--- src/hrf_pkg.sv ---
package hrf_pkg;

	localparam int DefaultMaxRequest = 65536;
	localparam int CfgW = 17;
	localparam int LenW = 17;
	localparam logic [CfgW-1:0] CfgReset = 17'd65536;
	localparam int NameLen = 16;

	localparam logic [7:0] CharCr = 8'h0D;
	localparam logic [7:0] CharLf = 8'h0A;
	localparam logic [7:0] Char0 = 8'h30;
	localparam logic [7:0] Char9 = 8'h39;
	localparam logic [7:0] CharUpA = 8'h41;
	localparam logic [7:0] CharUpZ = 8'h5A;
	localparam logic [7:0] CaseOffset = 8'h20;

	typedef enum logic [1:0] {
		ST_OK       = 2'd0,
		ST_CLOSED   = 2'd1,
		ST_TOO_LONG = 2'd2
	} status_t;

	typedef enum logic [2:0] {
		PH_SEARCH = 3'b001,
		PH_DIGITS = 3'b010,
		PH_DONE   = 3'b100
	} phase_t;

	function automatic logic [7:0] name_char(input logic [3:0] idx);
		logic [7:0] c;
		case (idx)
			4'd0:    c = 8'h63;
			4'd1:    c = 8'h6F;
			4'd2:    c = 8'h6E;
			4'd3:    c = 8'h74;
			4'd4:    c = 8'h65;
			4'd5:    c = 8'h6E;
			4'd6:    c = 8'h74;
			4'd7:    c = 8'h2D;
			4'd8:    c = 8'h6C;
			4'd9:    c = 8'h65;
			4'd10:   c = 8'h6E;
			4'd11:   c = 8'h67;
			4'd12:   c = 8'h74;
			4'd13:   c = 8'h68;
			4'd14:   c = 8'h3A;
			4'd15:   c = 8'h20;
			default: c = 8'h00;
		endcase
		return c;
	endfunction

	function automatic logic [7:0] fold_case(input logic [7:0] c);
		logic [7:0] r;
		r = c;
		if (c >= CharUpA && c <= CharUpZ) begin
			r = c + CaseOffset;
		end
		return r;
	endfunction

endpackage

--- src/hrf_if.sv ---
interface hrf_in_if;
	logic       valid;
	logic       ready;
	logic [7:0] data_byte;
	logic       peer_closed;

	modport source(output valid, output data_byte, output peer_closed, input ready);
	modport sink(input valid, input data_byte, input peer_closed, output ready);
endinterface

interface hrf_out_if;
	logic                         valid;
	logic                         ready;
	hrf_pkg::status_t             status;
	logic [hrf_pkg::LenW-1:0]     request_length;
	logic [hrf_pkg::LenW-1:0]     body_length;

	modport source(output valid, output status, output request_length, output body_length,
		input ready);
	modport sink(input valid, input status, input request_length, input body_length,
		output ready);
endinterface

--- src/http_request_framer_top.sv ---
// HTTP/1.1 request framer. The req_in channel carries one beat per stream byte, or a
// beat with peer_closed set when the connection ends. The res_out channel carries one
// beat per finished request: status, total request length and the Content-Length value.
// A request ends at the blank line after the headers plus the declared body bytes.
// Oversized requests and early closes produce an error beat with zero lengths.
// The cfg_we/cfg_wdata port sets the size limit; write it only while the block is idle.
// A beat accepted on req_in is held in an input register until it is processed, and its
// result, if any, is registered into the output register that drives res_out.
// Throughput is one byte per cycle while the framer is not stalled; the header scan, the
// digit accumulation and the body count are all evaluated combinationally between the
// input and output registers. The framer keeps taking new bytes while a result waits, and
// only a byte that produces a result stalls when the previous result has not yet been
// taken.
// Reset clears all framing state and sets the limit to 65536 bytes.
module http_request_framer_top #(
	parameter int MAX_REQUEST = hrf_pkg::DefaultMaxRequest
) (
	input  logic                     clk,
	input  logic                     arst_n,
	input  logic                     cfg_we,
	input  logic [hrf_pkg::CfgW-1:0] cfg_wdata,
	hrf_in_if.sink                   req_in,
	hrf_out_if.source                res_out
);
	import hrf_pkg::*;

	localparam int CW = $clog2(MAX_REQUEST + 2);
	localparam int XW = (CW + 1 > CfgW) ? CW + 1 : CfgW;
	localparam int VW = CW + 4;
	localparam logic [CW-1:0] LenCap = CW'(MAX_REQUEST + 1);
	localparam logic [XW-1:0] MaxX = XW'(MAX_REQUEST);

	logic [CfgW-1:0] max_q;
	logic [XW-1:0]   cfg_x;
	logic [XW-1:0]   limit;

	logic       valid_s1;
	logic [7:0] byte_s1;
	logic       closed_s1;
	logic       step_go;

	logic [CW-1:0] byte_count_q;
	logic [1:0]    blank_q;
	logic          in_body_q;
	logic [3:0]    name_q;
	phase_t        phase_q;
	logic [CW-1:0] length_q;
	logic [CW-1:0] remain_q;

	logic [CW-1:0] byte_count_n;
	logic [1:0]    blank_n;
	logic          in_body_n;
	logic [3:0]    name_n;
	phase_t        phase_n;
	logic [CW-1:0] length_n;
	logic [CW-1:0] remain_n;

	logic          res_vld;
	status_t       res_status;
	logic [CW-1:0] res_rl;
	logic [CW-1:0] res_bl;

	logic [CW-1:0] bc1;
	logic [CW-1:0] rem_dec;
	logic [7:0]    folded;
	logic [3:0]    digit;
	logic [VW-1:0] acc;
	logic [CW-1:0] len;
	logic [XW-1:0] total;
	logic          blank_hit;
	logic [XW-1:0] rl_x;
	logic [XW-1:0] bl_x;

	logic out_valid_q;

	always_ff @(posedge clk or negedge arst_n) begin
		if (!arst_n) begin
			max_q <= CfgReset;
		end else if (cfg_we) begin
			max_q <= cfg_wdata;
		end
	end

	always_comb begin
		cfg_x = XW'(max_q);
		if (max_q == '0) begin
			limit = XW'(1);
		end else if (cfg_x > MaxX) begin
			limit = MaxX;
		end else begin
			limit = cfg_x;
		end
	end

	assign step_go = valid_s1 && (!res_vld || !out_valid_q || res_out.ready);
	assign req_in.ready = !valid_s1 || step_go;

	always_ff @(posedge clk or negedge arst_n) begin
		if (!arst_n) begin
			valid_s1 <= 1'b0;
		end else if (req_in.ready) begin
			valid_s1 <= req_in.valid;
		end
	end

	always_ff @(posedge clk) begin
		if (req_in.valid && req_in.ready) begin
			byte_s1   <= req_in.data_byte;
			closed_s1 <= req_in.peer_closed;
		end
	end

	always_comb begin
		byte_count_n = byte_count_q;
		blank_n      = blank_q;
		in_body_n    = in_body_q;
		name_n       = name_q;
		phase_n      = phase_q;
		length_n     = length_q;
		remain_n     = remain_q;
		res_vld      = 1'b0;
		res_status   = ST_OK;
		res_rl       = '0;
		res_bl       = '0;
		bc1          = byte_count_q + CW'(1);
		rem_dec      = (remain_q != '0) ? remain_q - CW'(1) : '0;
		folded       = fold_case(byte_s1);
		digit        = 4'(byte_s1 - Char0);
		acc          = (VW'(length_q) << 3) + (VW'(length_q) << 1) + VW'(digit);
		len          = '0;
		total        = '0;
		blank_hit    = 1'b0;

		if (closed_s1) begin
			if (byte_count_q != '0) begin
				res_vld    = 1'b1;
				res_status = ST_CLOSED;
				byte_count_n = '0;
				blank_n      = '0;
				in_body_n    = 1'b0;
				name_n       = '0;
				phase_n      = PH_SEARCH;
				length_n     = '0;
				remain_n     = '0;
			end
		end else if (XW'(bc1) > limit) begin
			res_vld    = 1'b1;
			res_status = ST_TOO_LONG;
			byte_count_n = '0;
			blank_n      = '0;
			in_body_n    = 1'b0;
			name_n       = '0;
			phase_n      = PH_SEARCH;
			length_n     = '0;
			remain_n     = '0;
		end else if (in_body_q) begin
			if (rem_dec == '0) begin
				res_vld    = 1'b1;
				res_status = ST_OK;
				res_rl     = bc1;
				res_bl     = length_q;
				byte_count_n = '0;
				blank_n      = '0;
				in_body_n    = 1'b0;
				name_n       = '0;
				phase_n      = PH_SEARCH;
				length_n     = '0;
				remain_n     = '0;
			end else begin
				byte_count_n = bc1;
				remain_n     = rem_dec;
			end
		end else begin
			byte_count_n = bc1;
			case (phase_q)
				PH_SEARCH: begin
					if (folded == name_char(name_q)) begin
						if (name_q == 4'(NameLen - 1)) begin
							phase_n = PH_DIGITS;
							name_n  = '0;
						end else begin
							name_n = name_q + 4'd1;
						end
					end else begin
						name_n = (folded == name_char(4'd0)) ? 4'd1 : 4'd0;
					end
				end
				PH_DIGITS: begin
					if (byte_s1 >= Char0 && byte_s1 <= Char9) begin
						length_n = (acc > VW'(LenCap)) ? LenCap : CW'(acc);
					end else begin
						phase_n = PH_DONE;
					end
				end
				default: begin
				end
			endcase

			case (blank_q)
				2'd0, 2'd2: begin
					blank_n = (byte_s1 == CharCr) ? blank_q + 2'd1 : 2'd0;
				end
				default: begin
					if (byte_s1 == CharLf) begin
						blank_n   = blank_q + 2'd1;
						blank_hit = (blank_q == 2'd3);
					end else begin
						blank_n = (byte_s1 == CharCr) ? 2'd1 : 2'd0;
					end
				end
			endcase

			if (blank_hit) begin
				len   = (phase_n == PH_SEARCH) ? '0 : length_n;
				total = XW'(bc1) + XW'(len);
				blank_n = '0;
				if (total > limit) begin
					res_vld    = 1'b1;
					res_status = ST_TOO_LONG;
				end else if (len == '0) begin
					res_vld    = 1'b1;
					res_status = ST_OK;
					res_rl     = bc1;
				end else begin
					length_n  = len;
					phase_n   = PH_DONE;
					in_body_n = 1'b1;
					remain_n  = len;
				end
				if (res_vld) begin
					byte_count_n = '0;
					in_body_n    = 1'b0;
					name_n       = '0;
					phase_n      = PH_SEARCH;
					length_n     = '0;
					remain_n     = '0;
				end
			end
		end
	end

	always_ff @(posedge clk or negedge arst_n) begin
		if (!arst_n) begin
			byte_count_q <= '0;
			blank_q      <= '0;
			in_body_q    <= 1'b0;
			name_q       <= '0;
			phase_q      <= PH_SEARCH;
			length_q     <= '0;
			remain_q     <= '0;
		end else if (step_go) begin
			byte_count_q <= byte_count_n;
			blank_q      <= blank_n;
			in_body_q    <= in_body_n;
			name_q       <= name_n;
			phase_q      <= phase_n;
			length_q     <= length_n;
			remain_q     <= remain_n;
		end
	end

	assign rl_x = XW'(res_rl);
	assign bl_x = XW'(res_bl);

	always_ff @(posedge clk or negedge arst_n) begin
		if (!arst_n) begin
			out_valid_q <= 1'b0;
		end else if (step_go && res_vld) begin
			out_valid_q <= 1'b1;
		end else if (res_out.ready) begin
			out_valid_q <= 1'b0;
		end
	end

	always_ff @(posedge clk) begin
		if (step_go && res_vld) begin
			res_out.status         <= res_status;
			res_out.request_length <= rl_x[LenW-1:0];
			res_out.body_length    <= bl_x[LenW-1:0];
		end
	end

	assign res_out.valid = out_valid_q;

	a_body_phase: assert property (@(posedge clk) disable iff (!arst_n)
		in_body_q |-> phase_q == PH_DONE)
		else $error("body entered without a finished length field");

	a_body_remaining: assert property (@(posedge clk) disable iff (!arst_n)
		in_body_q |-> remain_q != '0)
		else $error("body state with nothing left to count");

	a_count_bound: assert property (@(posedge clk) disable iff (!arst_n)
		XW'(byte_count_q) <= MaxX)
		else $error("byte count beyond the largest request");

	a_clear_after_result: assert property (@(posedge clk) disable iff (!arst_n)
		(step_go && res_vld) |=> byte_count_q == '0 && !in_body_q)
		else $error("framing state not cleared after a result");

	a_error_zero: assert property (@(posedge clk) disable iff (!arst_n)
		(res_out.valid && res_out.status != ST_OK) |->
			(res_out.request_length == '0 && res_out.body_length == '0))
		else $error("error result carries a nonzero length");

endmodule
--- src/flat_wrapper.sv ---
// flat-port wrapper written by rule: the top's interface ports become plain ports
module http_request_framer_top_flat import hrf_pkg::*;
#(
	parameter int MAX_REQUEST = hrf_pkg::DefaultMaxRequest
)
  (clk, arst_n, cfg_we, cfg_wdata, req_in_valid, req_in_data_byte, req_in_peer_closed, req_in_ready, res_out_valid, res_out_status, res_out_request_length, res_out_body_length, res_out_ready);
  hrf_in_if req_in_i ();
  hrf_out_if res_out_i ();
  input  logic clk;
  input  logic arst_n;
  input  logic cfg_we;
  input  logic [hrf_pkg::CfgW-1:0] cfg_wdata;
  input wire logic [$bits(req_in_i.valid)-1:0] req_in_valid;
  input wire logic [$bits(req_in_i.data_byte)-1:0] req_in_data_byte;
  input wire logic [$bits(req_in_i.peer_closed)-1:0] req_in_peer_closed;
  output wire logic [$bits(req_in_i.ready)-1:0] req_in_ready;
  output wire logic [$bits(res_out_i.valid)-1:0] res_out_valid;
  output wire logic [$bits(res_out_i.status)-1:0] res_out_status;
  output wire logic [$bits(res_out_i.request_length)-1:0] res_out_request_length;
  output wire logic [$bits(res_out_i.body_length)-1:0] res_out_body_length;
  input wire logic [$bits(res_out_i.ready)-1:0] res_out_ready;
  assign req_in_i.valid = req_in_valid;
  assign req_in_i.data_byte = req_in_data_byte;
  assign req_in_i.peer_closed = req_in_peer_closed;
  assign req_in_ready = req_in_i.ready;
  assign res_out_valid = res_out_i.valid;
  assign res_out_status = res_out_i.status;
  assign res_out_request_length = res_out_i.request_length;
  assign res_out_body_length = res_out_i.body_length;
  assign res_out_i.ready = res_out_ready;
  http_request_framer_top #(.MAX_REQUEST(MAX_REQUEST)) u_core (.clk(clk), .arst_n(arst_n), .cfg_we(cfg_we), .cfg_wdata(cfg_wdata), .req_in(req_in_i), .res_out(res_out_i));
endmodule
--- config.mk ---
export PLATFORM = sky130hd
export DESIGN_NAME = http_request_framer_top_flat
export DESIGN_NICKNAME = d
export VERILOG_FILES = /design/src/hrf_pkg.sv /design/src/hrf_if.sv /design/src/http_request_framer_top.sv /design/src/flat_wrapper.sv
export SDC_FILE = /design/constraint.sdc
export NUM_CORES = 1
export LEC_CHECK = 0
export BUFFER_PORTS_ARGS = -buffer_cell sky130_fd_sc_hd__buf_2
export CORE_MARGIN = 4
export CORE_UTILIZATION = 56
export DETAILED_ROUTE_END_ITERATION = 10
export GPL_ROUTABILITY_DRIVEN = 0
export PLACE_DENSITY = 0.78
export SETUP_SLACK_MARGIN = 0.02
export SYNTH_ARGS = -nofsm -noshare
export SYNTH_HDL_FRONTEND = slang
export SYNTH_SLANG_ARGS = --single-unit
--- constraint.sdc ---
create_clock -name clk -period 9.5 [get_ports clk]
set_clock_uncertainty 0.05 [all_clocks]
set_input_delay 1.9 -clock clk [delete_from_list [all_inputs] [get_ports clk]]
set_output_delay 1.9 -clock clk [all_outputs]
set_load 0.05 [all_outputs]
### After elaboration in Yosys (flattened, before gate mapping)

Memories as Yosys holds them, arrays and structs flattened.
Index checks and enable logic that the tools add are counted.

| word-level totals | value |
|---|---|
| ROM bits | 96 |
| input bits | 31 |
| output and inout port bits | 38 |
| register bits | 125 |
| word-level logic and storage cells | 188 |
| memories | 1 |

Memory list:

| name | words | width | read ports | clocked after memory_dff | write ports | line | source |
|---|---|---|---|---|---|---|---|
| (no name shown) | 16 | 6 | 1 | 0 | 0 | hrf_pkg.sv:31 | `case (idx)` |

| operators by class | value |
|---|---|
| equality and inequality tests | 14 |
| reductions and logical operators | 25 |
| bitwise logic cells | 2 |
| magnitude comparators | 8 |
| mux-type cells | 114 |
| $add $sub $neg | 9 |

Operators by type and width:

| kind | count |
|---|---|
| 17-bit 2-to-1 mux | 37 |
| 17-bit zero test | 3 |
| 3-bit 2-to-1 mux | 15 |
| 4-bit 2-to-1 mux | 10 |
| 8-bit 2-to-1 mux | 5 |
| 17-bit nonzero test | 2 |
| 1-bit 2-to-1 mux | 31 |
| 2-bit 2-to-1 mux | 14 |
| 20-bit by 18-bit adder with 21-bit output | 1 |
| 21-bit by 4-bit adder with 21-bit output | 1 |
| 21-bit by 17-bit > comparator with 1-bit output (second input constant) | 1 |
| 17-bit by 17-bit adder with 18-bit output | 1 |
| 17-bit by 18-bit > comparator with 1-bit output | 1 |
| 18-bit > comparator | 1 |
| 18-bit 2-to-1 mux | 1 |
| 17-bit by 1-bit adder with 17-bit output (second input constant) | 1 |
| 17-bit > comparator (second input constant) | 1 |
| 17-bit by 1-bit subtractor with 17-bit output (second input constant) | 1 |
| 8-bit by 4-bit == test with 1-bit output (second input constant) | 2 |
| 5-bit by 2-bit != test with 1-bit output (second input constant) | 2 |
| 8-bit by 6-bit adder with 8-bit output (second input constant) | 1 |
| 8-bit by 7-bit == test with 1-bit output (second input constant) | 1 |
| 8-bit == test | 1 |
| 8-bit by 6-bit >= comparator with 1-bit output (second input constant) | 1 |
| other kinds (25) | 37 |

### Depth between registers and ports, before layout

| logic depth | value |
|---|---|
| depth after elaboration | 31 |
| depth in mapped cells | 44 |
| gate-level depth less buffers | 42 |

### Worst setup path after synthesis

Ideal clock, no wire load.

| timing | value |
|---|---|
| path kind | register to output |
| start point | register u_core.byte_s1[3] |
| end point | output req_in_ready |
| path buffers | 1 |
| data arrival time | 8479 ps |
| data required time | 7550 ps |
| cell stages (with the launch flop) | 42 |
| path slack | -929 ps |
| path through | edfxtp_1 inv_1 fa_1 fa_1 nor2b_1 o22ai_1 xnor2_1 or3_1 a2111oi_0 nand4_1 a211oi_4 clkbuf_1 a22o_1 and2_1 ha_1 a21o_1 a21oi_1 nor2b_1 [... 6 more ...] a21o_1 a21o_1 a21o_1 a21oi_1 xnor2_1 ha_1 a21o_1 a21o_1 a21oi_1 o221ai_1 a21o_1 a21o_1 a21oi_1 o21ai_0 a211oi_2 a21oi_2 o21ai_1 or2_2 |

| between the ends | value |
|---|---|
| word-level cells in the longest chain between the ends | 27 |
| elaborated cells between the ends (all ways) | 50 |
| those cells by class | add/sub: 4; order compare: 6; eq/ne: 3; mux: 29; reduce/logical: 8 |

RTL lines:

| element | line | source |
|---|---|---|
| start: declaration | http_request_framer_top.sv:38 | `logic [7:0] byte_s1;` |
| start signal: assignment | http_request_framer_top.sv:108 | `byte_s1 <= req_in.data_byte;` |
| parallel branches: the longest is 18 deep, another holds 21-bit by 4-bit adder with 21-bit output | n/a |  |
| 1-bit 2-to-1 mux * | http_request_framer_top.sv:213 | `if (blank_hit) begin` |
| 1-bit 2-to-1 mux * | http_request_framer_top.sv:156 | `end else if (in_body_q) begin` |
| 1-bit 2-to-1 mux * | http_request_framer_top.sv:146 | `end else if (XW'(bc1) > limit) begin` |
| 1-bit 2-to-1 mux * | http_request_framer_top.sv:134 | `if (closed_s1) begin` |
| 1-bit zero test * | http_request_framer_top.sv:95 | `assign step_go = valid_s1 && (!res_vld \|\| !out_valid_q \|\| res_out.ready);` |
| 1-bit logical OR * (2 in a row) | http_request_framer_top.sv:95 |  |
| 1-bit logical AND * | http_request_framer_top.sv:95 |  |
| 1-bit logical OR * | http_request_framer_top.sv:96 | `assign req_in.ready = !valid_s1 \|\| step_go;` |
| end: declaration | flat_wrapper.sv:16 | `output wire logic [$bits(req_in_i.ready)-1:0] req_in_ready;` |

Every way passes the cells marked *. The select of a mux whose other input is x is not followed.

### Worst setup path in the final report

Same ends and word-level chain as after synthesis.

==> flow_metrics.py <==
metrics = {
    "synthesis": {
        "syn_inst": 1066,
        "syn-cell-area_sq_mm": 0.009809,
        "yosysUniqueCellTypes": 90,
        "synth_edf_count": 45,
        "synth_top_area_frac": 0.1990,
        "muxShareOfSynthArea": 0.02028,
        "synth_xor_area_frac": 0.04375,
        "yosys_warnings": 0,
        "synthAdderAreaFrac": 0.1283,
        "synthTopCellsByArea": "dfrtp_1 20%, edfxtp_1 14%, ha_1 12%, nand2_1 3.4%, o21ai_0 3.0%",
        "synth_top_family_by_area": "compound AO/OA/AOI/OAI gates",
        "synth-simple-area-share": 0.2069,
        "syn_area_per_cell_sq_um": 9.202,
        "syn-num-nets": 1195,
        "yosysTopAreaCell": "dfrtp_1",
        "ys.flop_type": "dfrtp_1",
        "seq_area_frac_synth": 0.3421,
        "synth_compound_area_frac": 0.2203,
        "synth-async-reset-ratio": 0.6400,
        "ys_ff_latch": 125,
    },
    "grt": {
        "grt.overflow.total": 0,
        "grt_usage": 0.3011,
        "grt_start_max_net_pins": 42,
        "antenna_found_initial": 0,
        "grt_pass1_wl_microns": 47450,
        "grt_pass1_vias": 9240,
    },
    "final_layout": {
        "fin_area_sq_mm": 0.01220,
        "drive_above_1_share": 0.2638,
        "final_cell_mix": "149 x buf_4, 93 x ha_1, 89 x nand2_1",
        "insertedDiodeCount": 0,
        "layout_commonest_cell": "buf_4",
        "fillers": 1263,
        "syn2layout_area_growth_pct": 24.35,
        "nets": 1401,
    },
    "flow_run": {
        "maxCapViolCount": 0,
    },
    "clocking": {
        "clockRootBuffer": "clkbuf_16",
        "cts_hold_buf": 0,
        "clock_latency_ns": 0.43,
        "cts_tree": "yes",
        "cts-htree-levels": 4,
        "cts.sinks": 125,
        "cts-buffers-inserted": 17,
        "clock_path_buffers": 2,
        "cts.clk_slew.worst_paths_ns": 0.06,
    },
    "pwr": {
        "p_per_area_mw_per_mm2": 153.5,
        "power.switching_mw": 0.6713,
        "clkPwrFrac": 0.331,
        "peakVddDrop_v": 0.0001759,
        "seq_power_share": 0.340,
        "p_leak_nw": 5.751,
        "p_int_mw": 1.202,
        "p_sw_frac": 0.3584,
        "finalPower_mw": 1.873,
        "comb_power_share": 0.328,
    },
    "setup_path": {
        "cp_common_cell": "a21o_1",
        "cp_max_fo": 4,
        "rr_worst_depth": 44,
        "worstPathArrival_ns": 8.56,
        "crit_slowest_cell": "fa_2",
        "path_class": "reg -> out",
        "end_kind": "output pin",
        "start_kind": "flip-flop",
        "crit_required_ns": 7.55,
        "max_stage_delay_ns": 0.61,
    },
    "routing": {
        "drtIter0Drc": 1039,
        "detail-route-antenna-nets": 0,
        "vias": 9633,
        "drc": 0,
        "wl_microns": 30180,
        "firstDrtPassIters": 6,
        "routed_via_density": 6.379,
        "wl_per_cell_microns": 19.98,
    },
    "timing": {
        "tightestPinTransition_ns": 0.9868,
        "relSlewSlack": 0.3361,
        "setup_ws_ns": -1.015,
        "finalHoldViolations": 0,
        "setup_viol": 1,
        "grt_setup_unrepaired": "yes",
        "final.period_utilization": 1.107,
        "slew_violations": 0,
        "fin_crit_ns": 10.51,
        "timing.fmax_ghz": 0.09510,
    },
    "floorplan": {
        "die-area_sq_mm": 0.01970,
        "initial_core_util": 0.5691,
        "row_count": 48,
        "pin_count": 69,
        "dieWidth_microns": 140.4,
        "coreArea_sq_mm": 0.01724,
        "die_h_microns": 140.4,
    },
    "hold_path": {
        "hold_depth": 2,
        "hold_path.class": "reg -> reg",
    },
    "placed_design": {
        "dp_hpwl_microns": 22080,
        "portBuffers": 68,
        "placed_area_sq_mm": 0.01127,
    },
    "status": {
        "status": "finished with violations",
        "violations": "negative setup slack",
    },
}
==> kinds of logic (layout without fill, tap and decap cells) <==
family / Yosys count / after routing
flip-flops: 125 / 125
adder cells (fa/ha/maj): 99 / 99
AO/OA/AOI/OAI: 300 / 300
AND/OR/NAND/NOR: 389 / 391
buffers and inverters: 86 / 303
XOR/XNOR: 49 / 49
multiplexers: 18 / 18
==> Yosys cell counts (all sizes together), types with 7 or more instances <==
master / instances
buf: 14
o211ai: 7
ha: 95
nor3: 27
and3: 16
and2: 31
mux2: 15
nor2: 73
nor2b: 26
or3: 10
or2: 10
a22oi: 7
edfxtp: 45
o31ai: 7
a21o: 28
a22o: 29
o21ai: 68
nand4: 17
xnor2: 32
nand2: 90
nand3: 32
a211oi: 10
a31oi: 11
inv: 52
clkbuf: 20
nor4: 23
xor2: 17
a21oi: 60
nand2b: 13
dfrtp: 78
==> power by group through the flow <==
stage	logic, mW	registers, mW	clock network [mW]
floorplan	0.332	0.696	0
global placement	0.539	0.643	0
detailed placement	0.558	0.645	0
CTS	0.587	0.636	0.623
global route	0.657	0.641	0.651
finish	0.615	0.637	0.621
==> state kept, by name (all words and copies together), names as in the netlist <==
signal,count
u_core.byte_s1,8
u_core.blank_q,2
u_core.closed_s1,1
u_core.res_out.valid,1
u_core.length_q,17
u_core.res_out.request_length,17
u_core.in_body_q,1
u_core.res_out.status,2
u_core.name_q,4
u_core.remain_q,17
u_core.valid_s1,1
u_core.byte_count_q,17
u_core.max_q,17
u_core.phase_q,3
u_core.res_out.body_length,17
==> area by class of cell <==
class	count	area (sq um)	area share
multi-input cells	857	6304	0.5168
flip-flops and latches	125	3356	0.2751
repair buffers	219	1506	0.1235
clock buffers	23	457.9	0.03754
well taps	225	281.5	0.02308
inverters	52	195.2	0.01600
clock inverters	9	97.59	0.008001
==> metrics by stage <==
stage	utilization	hold WS, ns	setup WS (ns)	cells	setup TNS (ns)
final	0.7077	0.4768	-1.015	1510	-1.015
after global routing	0.7077	0.5140	-1.277	1510	-3.344
after CTS	0.7051	0.4797	-0.6520	1513	-6.407
after detailed placement	0.6539	0.4691	-0.8309	1457	-0.8309
after global placement	0.6539	0.4661	-0.4300	1457	-0.4300
after floorplan	-	0.4334	-0.7249	1066	-0.7249
==> timing repair <==
action                     4_1_cts  5_1_grt
buffers inserted                24        9
pin swaps                       56       17
setup endpoints to repair        1       74
resized for setup               32       15
cloned                           0        2
==> worst paths after layout <==
path / from / to / slack, ns
setup / recovery: u_core.byte_s1[3] / req_in_ready / -1.01
max in group asynchronous: arst_n / u_core.phase_q[0] / 7.04
min in group asynchronous: arst_n / u_core.max_q[12] / 1.42
setup reg to reg: u_core.byte_s1[3] / u_core.length_q[2] / 0.16
hold / removal: u_core.remain_q[11] / u_core.remain_q[11] / 0.48
hold reg to reg: u_core.remain_q[11] / u_core.remain_q[11] / 0.48
==> worst max-delay path: cells and delay by family (launching register included) <==
kind	cells	cell delay (ns)
AOI/OAI and AO/OA	17	3.05
and+or+nand+nor	12	2.47
adders and majority gates	4	1.37
buffers and inverters	6	0.66
DFF	1	0.35
muxes	1	0.11
xor gates and xnor gates	1	0.09
==> routing by layer <==
metal | GRT usage | routed length [microns]
met1 | 0.4023 | 12310
met2 | 0.4816 | 14160
met3 | 0.06145 | 2768
met4 | 0.1193 | 940
met5 | 0 | 0
(Power assumes the default switching activity.)
